$ cat src/design/dfr_pkg.sv
`timescale 1ns / 1ps
`default_nettype none
// ----------------------------------------------------------------------------
// dfr_pkg - shared definitions for the delimited frame receiver
// Character codes, phase and result kind codes, counter widths and the
// queue entry type passed from the classifier to the result stage.
// ----------------------------------------------------------------------------
package dfr_pkg;

	localparam int COUNT_BITS = 11;
	localparam int CFG_BITS   = 11;
	localparam int LIM_BITS   = (COUNT_BITS > CFG_BITS) ? COUNT_BITS : CFG_BITS;

	localparam logic [LIM_BITS-1:0] COUNT_MASK = LIM_BITS'({COUNT_BITS{1'b1}});
	localparam logic [CFG_BITS-1:0] MAX_PAYLOAD_RESET = CFG_BITS'(1500);

	localparam logic [7:0] CH_BANG = 8'h21;
	localparam logic [7:0] CH_AMP  = 8'h26;
	localparam logic [7:0] CH_HASH = 8'h23;

	localparam logic [1:0] PH_HUNT1 = 2'd0;
	localparam logic [1:0] PH_HUNT2 = 2'd1;
	localparam logic [1:0] PH_RECV  = 2'd2;
	localparam logic [1:0] PH_STOP1 = 2'd3;

	localparam logic [1:0] KIND_PAYLOAD = 2'd0;
	localparam logic [1:0] KIND_DONE    = 2'd1;
	localparam logic [1:0] KIND_OVER    = 2'd2;
	localparam logic [1:0] KIND_NOEND   = 2'd3;

	localparam int QUEUE_DEPTH = 4;
	localparam int QPTR_BITS   = $clog2(QUEUE_DEPTH);

	// One classified input item: either a single result, or an escaped pair
	// that expands to a '!' payload byte followed by the data byte.
	typedef struct packed {
		logic       pair;
		logic [7:0] data;
		logic [1:0] kind;
	} entry_t;

endpackage

`default_nettype wire

$ cat src/design/delimited_frame_receiver.sv
`timescale 1ns / 1ps
`default_nettype none
// ----------------------------------------------------------------------------
// delimited_frame_receiver - two-byte delimiter deframer
// Hunts for the start pair '!','&', streams payload bytes until '!','#' and
// reports frame completion, payload overflow and a missing end character.
// ----------------------------------------------------------------------------
// A result item for an accepted byte is written into the queue by the accepting
// edge and then loaded from the queue head into the output register once it is free.
// Throughput: one byte per cycle; an escaped pair yields two result items, and
// input stalls only once the four-entry queue between the two halves is full.
// Reset (arst_n low, asynchronous): hunting for '!', payload count zero, queue
// and output register empty, max_payload back to 1500.
// ----------------------------------------------------------------------------
module delimited_frame_receiver (
	input  wire logic                         clk,
	input  wire logic                         arst_n,
	// Configuration: max_payload, written whenever cfg_wen is high.
	input  wire logic                         cfg_wen,
	input  wire logic [dfr_pkg::CFG_BITS-1:0] cfg_wdata,
	// Received bytes.
	input  wire logic                         s_axis_tvalid,
	output logic                              s_axis_tready,
	input  wire logic [7:0]                   s_axis_tdata,  // [7:0] in_byte
	// Result items.
	output logic                              m_axis_tvalid,
	input  wire logic                         m_axis_tready,
	output logic [7:0]                        m_axis_tdata,  // [7:0] out_byte
	output logic [1:0]                        m_axis_tuser,  // [1:0] out_kind
	output logic                              m_axis_tlast   // last
);
	import dfr_pkg::*;

	// Classifier to queue.
	logic   push;
	entry_t push_entry;
	logic   q_full;

	// Queue to result stage.
	logic   pop;
	entry_t head;
	logic   q_empty;

	// The classifier owns the phase, the payload count and the limit
	// register. Bytes that cause no result (hunting, or a '!' that waits for
	// its partner) are consumed without touching the queue.
	dfr_front u_front (
		.clk        (clk),
		.arst_n     (arst_n),
		.cfg_wen    (cfg_wen),
		.cfg_wdata  (cfg_wdata),
		.in_valid   (s_axis_tvalid),
		.in_byte    (s_axis_tdata),
		.in_ready   (s_axis_tready),
		.q_full     (q_full),
		.push       (push),
		.push_entry (push_entry)
	);

	// The queue decouples the two sides, so a stalled output does not stop
	// input until it fills, and an escaped pair is absorbed here.
	dfr_queue u_queue (
		.clk        (clk),
		.arst_n     (arst_n),
		.push       (push),
		.push_entry (push_entry),
		.full       (q_full),
		.pop        (pop),
		.head       (head),
		.empty      (q_empty)
	);

	// The result stage turns each entry into one or two result items and
	// keeps them in its output register while the sink is stalled.
	dfr_back u_back (
		.clk       (clk),
		.arst_n    (arst_n),
		.head      (head),
		.empty     (q_empty),
		.pop       (pop),
		.out_valid (m_axis_tvalid),
		.out_ready (m_axis_tready),
		.out_byte  (m_axis_tdata),
		.out_kind  (m_axis_tuser),
		.out_last  (m_axis_tlast)
	);

endmodule

`default_nettype wire

$ cat src/design/dfr_front.sv
`timescale 1ns / 1ps
`default_nettype none
// ----------------------------------------------------------------------------
// dfr_front - byte classifier
// Tracks the delimiter phase and the payload count, and turns each accepted
// byte into at most one queue entry.
// ----------------------------------------------------------------------------
module dfr_front (
	input  wire logic                         clk,
	input  wire logic                         arst_n,
	input  wire logic                         cfg_wen,
	input  wire logic [dfr_pkg::CFG_BITS-1:0] cfg_wdata,
	input  wire logic                         in_valid,
	input  wire logic [7:0]                   in_byte,
	output logic                              in_ready,
	input  wire logic                         q_full,
	output logic                              push,
	output dfr_pkg::entry_t                   push_entry
);
	import dfr_pkg::*;

	logic [CFG_BITS-1:0]   max_payload_q;
	logic [1:0]            phase_q;
	logic [COUNT_BITS-1:0] count_q;

	logic [1:0]            phase_d;
	logic [COUNT_BITS-1:0] count_d;
	logic                  emit;
	entry_t                entry;
	logic [LIM_BITS-1:0]   cfg_ext;
	logic [LIM_BITS-1:0]   lim;
	logic [LIM_BITS-1:0]   count_ext;
	logic [LIM_BITS:0]     count_plus2;
	logic                  accept;

	assign in_ready = !q_full;
	assign accept   = in_valid && in_ready;

	assign cfg_ext     = LIM_BITS'(max_payload_q);
	assign lim         = (cfg_ext < COUNT_MASK) ? cfg_ext : COUNT_MASK;
	assign count_ext   = LIM_BITS'(count_q);
	assign count_plus2 = {1'b0, count_ext} + (LIM_BITS+1)'(2);

	always_comb begin
		phase_d = phase_q;
		count_d = count_q;
		emit    = 1'b0;
		entry   = '{pair: 1'b0, data: 8'h00, kind: KIND_PAYLOAD};
		unique case (phase_q)
			PH_HUNT1: begin
				if (in_byte == CH_BANG) begin
					phase_d = PH_HUNT2;
				end
			end
			PH_HUNT2: begin
				if (in_byte == CH_AMP) begin
					phase_d = PH_RECV;
					count_d = '0;
				end else begin
					phase_d = PH_HUNT1;
				end
			end
			PH_RECV: begin
				if (in_byte == CH_BANG) begin
					phase_d = PH_STOP1;
				end else if (count_ext < lim) begin
					count_d = count_q + COUNT_BITS'(1);
					emit    = 1'b1;
					entry   = '{pair: 1'b0, data: in_byte, kind: KIND_PAYLOAD};
				end else begin
					phase_d = PH_HUNT1;
					count_d = '0;
					emit    = 1'b1;
					entry   = '{pair: 1'b0, data: 8'h00, kind: KIND_OVER};
				end
			end
			default: begin
				if (in_byte == CH_HASH) begin
					phase_d = PH_HUNT1;
					count_d = '0;
					emit    = 1'b1;
					entry   = '{pair: 1'b0, data: 8'h00, kind: KIND_DONE};
				end else if (count_plus2 <= {1'b0, lim}) begin
					phase_d = PH_RECV;
					count_d = count_q + COUNT_BITS'(2);
					emit    = 1'b1;
					entry   = '{pair: 1'b1, data: in_byte, kind: KIND_PAYLOAD};
				end else begin
					phase_d = PH_HUNT1;
					count_d = '0;
					emit    = 1'b1;
					entry   = '{pair: 1'b0, data: 8'h00, kind: KIND_NOEND};
				end
			end
		endcase
	end

	assign push       = accept && emit;
	assign push_entry = entry;

	always_ff @(posedge clk or negedge arst_n) begin
		if (!arst_n) begin
			max_payload_q <= MAX_PAYLOAD_RESET;
			phase_q       <= PH_HUNT1;
			count_q       <= '0;
		end else begin
			if (cfg_wen) begin
				max_payload_q <= cfg_wdata;
			end
			if (accept) begin
				phase_q <= phase_d;
				count_q <= count_d;
			end
		end
	end

endmodule

`default_nettype wire

$ cat src/design/dfr_queue.sv
`timescale 1ns / 1ps
`default_nettype none
// ----------------------------------------------------------------------------
// dfr_queue - short entry queue
// Register-based first-in first-out store between classifier and result stage.
// ----------------------------------------------------------------------------
module dfr_queue (
	input  wire logic            clk,
	input  wire logic            arst_n,
	input  wire logic            push,
	input  wire dfr_pkg::entry_t push_entry,
	output logic                 full,
	input  wire logic            pop,
	output dfr_pkg::entry_t      head,
	output logic                 empty
);
	import dfr_pkg::*;

	entry_t               slots_q [QUEUE_DEPTH];
	logic [QPTR_BITS-1:0] wr_ptr_q;
	logic [QPTR_BITS-1:0] rd_ptr_q;
	logic [QPTR_BITS:0]   fill_q;
	logic                 do_pop;

	assign full   = (fill_q == (QPTR_BITS+1)'(QUEUE_DEPTH));
	assign empty  = (fill_q == '0);
	assign head   = slots_q[rd_ptr_q];
	assign do_pop = pop && !empty;

	always_ff @(posedge clk) begin
		if (push) begin
			slots_q[wr_ptr_q] <= push_entry;
		end
	end

	always_ff @(posedge clk or negedge arst_n) begin
		if (!arst_n) begin
			wr_ptr_q <= '0;
			rd_ptr_q <= '0;
			fill_q   <= '0;
		end else begin
			if (push) begin
				wr_ptr_q <= wr_ptr_q + QPTR_BITS'(1);
			end
			if (do_pop) begin
				rd_ptr_q <= rd_ptr_q + QPTR_BITS'(1);
			end
			if (push && !do_pop) begin
				fill_q <= fill_q + (QPTR_BITS+1)'(1);
			end else if (do_pop && !push) begin
				fill_q <= fill_q - (QPTR_BITS+1)'(1);
			end
		end
	end

endmodule

`default_nettype wire

$ cat src/design/dfr_back.sv
`timescale 1ns / 1ps
`default_nettype none
// ----------------------------------------------------------------------------
// dfr_back - result stage
// Expands queue entries into result items and holds them in the output
// register until the downstream side takes them.
// ----------------------------------------------------------------------------
module dfr_back (
	input  wire logic            clk,
	input  wire logic            arst_n,
	input  wire dfr_pkg::entry_t head,
	input  wire logic            empty,
	output logic                 pop,
	output logic                 out_valid,
	input  wire logic            out_ready,
	output logic [7:0]           out_byte,
	output logic [1:0]           out_kind,
	output logic                 out_last
);
	import dfr_pkg::*;

	logic       valid_q;
	logic       second_q;
	logic [7:0] byte_q;
	logic [1:0] kind_q;
	logic       last_q;
	logic       load;

	assign load = !empty && (!valid_q || out_ready);
	// A pair entry stays at the head until its second result is loaded.
	assign pop  = load && (!head.pair || second_q);

	always_ff @(posedge clk or negedge arst_n) begin
		if (!arst_n) begin
			valid_q  <= 1'b0;
			second_q <= 1'b0;
		end else begin
			if (load) begin
				valid_q  <= 1'b1;
				second_q <= head.pair && !second_q;
			end else if (out_ready) begin
				valid_q <= 1'b0;
			end
		end
	end

	always_ff @(posedge clk) begin
		if (load) begin
			if (head.pair && !second_q) begin
				byte_q <= CH_BANG;
				kind_q <= KIND_PAYLOAD;
				last_q <= 1'b0;
			end else begin
				byte_q <= head.data;
				kind_q <= head.kind;
				last_q <= 1'b1;
			end
		end
	end

	assign out_valid = valid_q;
	assign out_byte  = byte_q;
	assign out_kind  = kind_q;
	assign out_last  = last_q;

endmodule

`default_nettype wire
$ cat config.mk
export PLATFORM = sky130hd
export DESIGN_NAME = delimited_frame_receiver
export DESIGN_NICKNAME = d
export VERILOG_FILES = /design/src/design/dfr_pkg.sv /design/src/design/delimited_frame_receiver.sv /design/src/design/dfr_front.sv /design/src/design/dfr_queue.sv /design/src/design/dfr_back.sv
export SDC_FILE = /design/constraint.sdc
export NUM_CORES = 1
export LEC_CHECK = 0
export BUFFER_PORTS_ARGS = -buffer_cell sky130_fd_sc_hd__buf_2
export CAP_MARGIN = 20
export CORE_MARGIN = 3
export CORE_UTILIZATION = 45
export DETAILED_ROUTE_END_ITERATION = 12
export PLACE_DENSITY = 0.68
export SETUP_SLACK_MARGIN = 0.1
export SLEW_MARGIN = 20
export SYNTH_ARGS = -nofsm -noshare
export SYNTH_HDL_FRONTEND = slang
export SYNTH_SLANG_ARGS = --single-unit
$ cat constraint.sdc
create_clock -name clk -period 3.9 [get_ports clk]
set_input_delay 0.39 -clock clk [delete_from_list [all_inputs] [get_ports clk]]
set_output_delay 0.39 -clock clk [all_outputs]
set_load 0.02 [all_outputs]
==> flow_summary_export.csv <==
group,metric,value,unit
synthesis,synth-xor-area-share,2.66,%
timing,holdWs,115,ps
clock_tree,cts_hold_buf,0,
placed_design,buffer_ports.inserted,36,
worst_setup_path,timing.critical_path.fanout_max,8,
power_and_ir_drop,total_power,3120,µW
worst_setup_path,reg2reg_depth,12,
drt,number_of_routed_nets_with_antenna_violations,0,
timing,hold_viol,0,
timing,final_skew,12.0,ps
worst_setup_path,worst-endpoint-required,3990,ps
placed_design,place.gp.congestion,0.882,
final_layout,area_taken_by_multi_input_logic_gates,2000,µm²
floorplanning,floorplan.core_area,9860,µm²
drt,route.final.wire_length,9010,µm
timing,rsz0062_at_grt,"false",
final_layout,antennaDiodeCount,0,
floorplanning,initial_standard_cell_utilization_of_the_core,46.8,%
worst_setup_path,cp_top_family,"compound AO/OA/AOI/OAI gates",
worst_setup_path,critical_path_arrival,3640,ps
synthesis,synth_top_family_by_area,"simple AND/OR/NAND/NOR gates",
floorplanning,chipWidth,107,µm
min_path,hold_class,"input pin to asynchronous set/reset pin",
timing,fmax,282,MHz
power_and_ir_drop,p_per_area,604,nW/µm²
worst_setup_path,critPathMaxStageDelay,460,ps
final_layout,commonest_cells_after_routing_fill_and_taps_aside,"sky130_fd_sc_hd__edfxtp_1, sky130_fd_sc_hd__buf_2, sky130_fd_sc_hd__ha_1",
timing,tightestPinTransition,894,ps
synthesis,post_synth_simple_gate_area,14.3,%
drt,routed-via-count,3027,
synthesis,synth.yosys.warnings,0,
clock_tree,postCtsResizedCells,0,
clock_tree,cts-htree-levels,3,
clock_tree,cts_buffers,9,
clock_tree,cts-root-to-sink-buffers,2,
placed_design,placement.cell_area,4950,µm²
floorplanning,ioPinCount,37,
worst_setup_path,r2r_start,"u_front.count_ext[1]$_DFFE_PN0P_",
worst_setup_path,crit-reg2reg-capture,"u_queue.slots_q[2][2]$_DFFE_PP_",
synthesis,post-synth-top-area-cell,"sky130_fd_sc_hd__edfxtp_1",
synthesis,syn_inst,370,
synthesis,number_of_synthesized_register_bits,88,
global_routing,grt_pass1_vias,2988,
timing,layout_worst_path_cycle_share,91.1,%
floorplanning,die-height,107,µm
floorplanning,dieArea,11500,µm²
timing,finalSetupTns,0,ps
synthesis,ys_types,62,
synthesis,synth-main-ff-cell,"sky130_fd_sc_hd__edfxtp_1",
global_routing,maximum_number_of_pins_on_one_net_before_global_route_repair,34,
drt,wl_per_cell,16.3,µm
worst_setup_path,critical_path.n_buffers_inverters,0,
clock_tree,clkLatencyLatePin,360,ps
drt,drt_pass_1_iters,5,
floorplanning,number_of_rows_in_the_core_area,36,
status,run_status,"finished, final reports clean",
synthesis,adder_cell_share_of_the_synthesized_area,9.11,%
clock_tree,cts.reportedPaths.clkPinSlew,90,ps
synthesis,netlist_top_cells_area,"sky130_fd_sc_hd__edfxtp_1, sky130_fd_sc_hd__dfrtp_1, sky130_fd_sc_hd__ha_1, sky130_fd_sc_hd__mux4_2, sky130_fd_sc_hd__dfstp_2",
global_routing,antenna_found_initial,0,
worst_setup_path,r2r_slack,350,ps
drt,detailedRoute.firstIterationViolations,144,
synthesis,synth_edf_count,55,
drt,drt_drc_violations_left,0,
final_layout,mostFrequentLayoutCell,"sky130_fd_sc_hd__edfxtp_1",
worst_setup_path,setup.worst_path.class,"flop to flop",
worst_setup_path,crit_path_top_delay_cell,"sky130_fd_sc_hd__dfrtp_1",
synthesis,postSynth.asyncResetShare,37.5,%
clock_tree,post_cts_setup_buffer_count,0,
synthesis,synth_sequential_area_ratio,53.9,%
synthesis,post_synth.cell_area_avg,12.5,µm²
clock_tree,cts.root.buffer_cell,"sky130_fd_sc_hd__clkbuf_8",
clock_tree,numClockSinks,88,
final_layout,nNetsFinal,471,
final_layout,seqCellArea,2490,µm²
final_layout,final_cell_area,5170,µm²
final_layout,drive_gt1_share,21.7,%
timing,timing.final.crit_period,3550,ps
placed_design,dp_hpwl,6610,µm
timing,worst_slew_margin_rel,40.4,%
worst_setup_path,critical_path.cell_chain,"ha_1, and2_0, nor2b_1, nand2_1, xnor2_1, ha_1, nand2_1, o21a_1, o211ai_1, o21ai_1, a32oi_4, nor2b_1",
drt,routed_via_density,5.48,
flow_run,max_cap_violations,0,
clock_tree,cts_tree,"built",
timing,count_of_final_max_slew_check_failures,0,
final_layout,final.fill_count,872,
worst_setup_path,worst_setup_path_start_kind,"flop",
synthesis,yosysTopAreaCellShare,35.8,%
global_routing,grt_overflow_total,0,
synthesis,post_synth_mux_area_share,6.54,%
worst_setup_path,end_kind,"flop",
power_and_ir_drop,worst_vdd_drop,0.000232,V
synthesis,mappedNetlistNets,427,
synthesis,mappedNetlistArea,4610,µm²
final_layout,syn2layout_area_growth,12.1,%
timing,finalSetupViolations,0,
global_routing,first_pass_grt_wire_length,14600,µm
power_and_ir_drop,leakage,0.00200,µW
global_routing,grtUsageTotal,16.5,%
synthesis,synth_compound_area_share,10.4,%
worst register-to-register path: stages (launching register included):
cell and delay [ps]:
sky130_fd_sc_hd__dfrtp_1 460, sky130_fd_sc_hd__ha_1 250, sky130_fd_sc_hd__and2_0 290, sky130_fd_sc_hd__nor2b_1 270
sky130_fd_sc_hd__nand2_1 130, sky130_fd_sc_hd__xnor2_1 150, sky130_fd_sc_hd__ha_1 320, sky130_fd_sc_hd__nand2_1 60
sky130_fd_sc_hd__o21a_1 190, sky130_fd_sc_hd__o211ai_1 340, sky130_fd_sc_hd__o21ai_1 240, sky130_fd_sc_hd__a32oi_4 430
sky130_fd_sc_hd__nor2b_1 150
worst max path at each step:
stage / from / to / slack (ps) / cells past startpoint
floorplan: u_front.count_ext[1]$_DFFE_PN0P_ / u_front.count_ext[9]$_DFFE_PN0P_ / 890 / 11
global placement: u_front.count_ext[1]$_DFFE_PN0P_ / u_front.count_ext[3]$_DFFE_PN0P_ / 500 / 11
detailed placement: u_front.count_ext[1]$_DFFE_PN0P_ / u_front.count_ext[5]$_DFFE_PN0P_ / 260 / 11
CTS: u_front.count_ext[1]$_DFFE_PN0P_ / u_front.count_ext[5]$_DFFE_PN0P_ / 270 / 11
global route: u_front.count_ext[1]$_DFFE_PN0P_ / u_queue.slots_q[2][5]$_DFFE_PP_ / 100 / 12
finish: u_front.count_ext[1]$_DFFE_PN0P_ / u_queue.slots_q[2][2]$_DFFE_PP_ / 350 / 12
power by group:
part           internal, µW  total [µW]  switching [µW]
sequential             1220        1340             115
clock                   304         645             341
combinational           491        1140             651
total                  2020        3120            1110
cells by family after synthesis:
family | Yosys count
AND/OR/NAND/NOR | 118
buffers and inverters | 34
XOR/XNOR | 14
multiplexers | 16
flip-flops | 88
AO/OA/AOI/OAI | 67
adder cells (fa/ha/maj) | 33
sequential cells by signal, summed over array words and instances, names as in the netlist:
signal             flops
u_back.out_byte        8
u_back.out_kind        2
u_back.out_last        1
u_back.out_valid       1
u_back.second_q        1
u_front.cfg_ext       11
u_front.count_ext     11
u_front.phase_q        2
u_queue.fill_q         3
u_queue.rd_ptr_q       2
u_queue.slots_q       44
u_queue.wr_ptr_q       2
final cells by class:
class / count / area share, %
Multi-Input combinational cell: 248 / 38.7
Timing Repair Buffer: 41 / 4.21
Tap cell: 133 / 3.22
Sequential cell: 88 / 48.1
Clock inverter: 7 / 1.52
Inverter: 26 / 1.89
Clock buffer: 9 / 2.39
metal layers:
| layer | vias up | GRT usage (%) | wire, µm |
|---|---|---|---|
| met4 | 0 | 6.03 | 170 |
| met3 | 12 | 3.60 | 408 |
| met2 | 74 | 28.6 | 4630 |
| met1 | 1471 | 20.3 | 3800 |
| met5 | - | 0 | 0 |
| li1 | 1470 | - | - |
cell usage after synthesis, drive strengths merged (3+ instances only):
| cell | count |
|---|---|
| dfrtp | 26 |
| and2 | 8 |
| o211ai | 3 |
| mux2 | 3 |
| o311ai | 3 |
| buf | 4 |
| a21oi | 13 |
| nand3 | 10 |
| a211oi | 3 |
| inv | 26 |
| ha | 32 |
| nand4 | 8 |
| a31oi | 3 |
| xor2 | 5 |
| o21ai | 19 |
| nor2b | 20 |
| nand2 | 30 |
| and3 | 6 |
| mux4 | 11 |
| a21o | 3 |
| xnor2 | 9 |
| nor2 | 14 |
| edfxtp | 55 |
| nor3 | 5 |
| dfstp | 7 |
| or2 | 3 |
| nor3b | 3 |
| clkbuf | 4 |
stage by stage:
step / cells / worst slack (ps) / utilization (%)
global route: 552 / 99.0 / 52.4
global placement: 536 / 502 / 50.2
floorplan: 370 / 890 / -
detailed placement: 536 / 263 / 50.2
finish: 552 / 348 / 52.4
CTS: 552 / 267 / 52.3
Power figures use the tool's default switching activity.
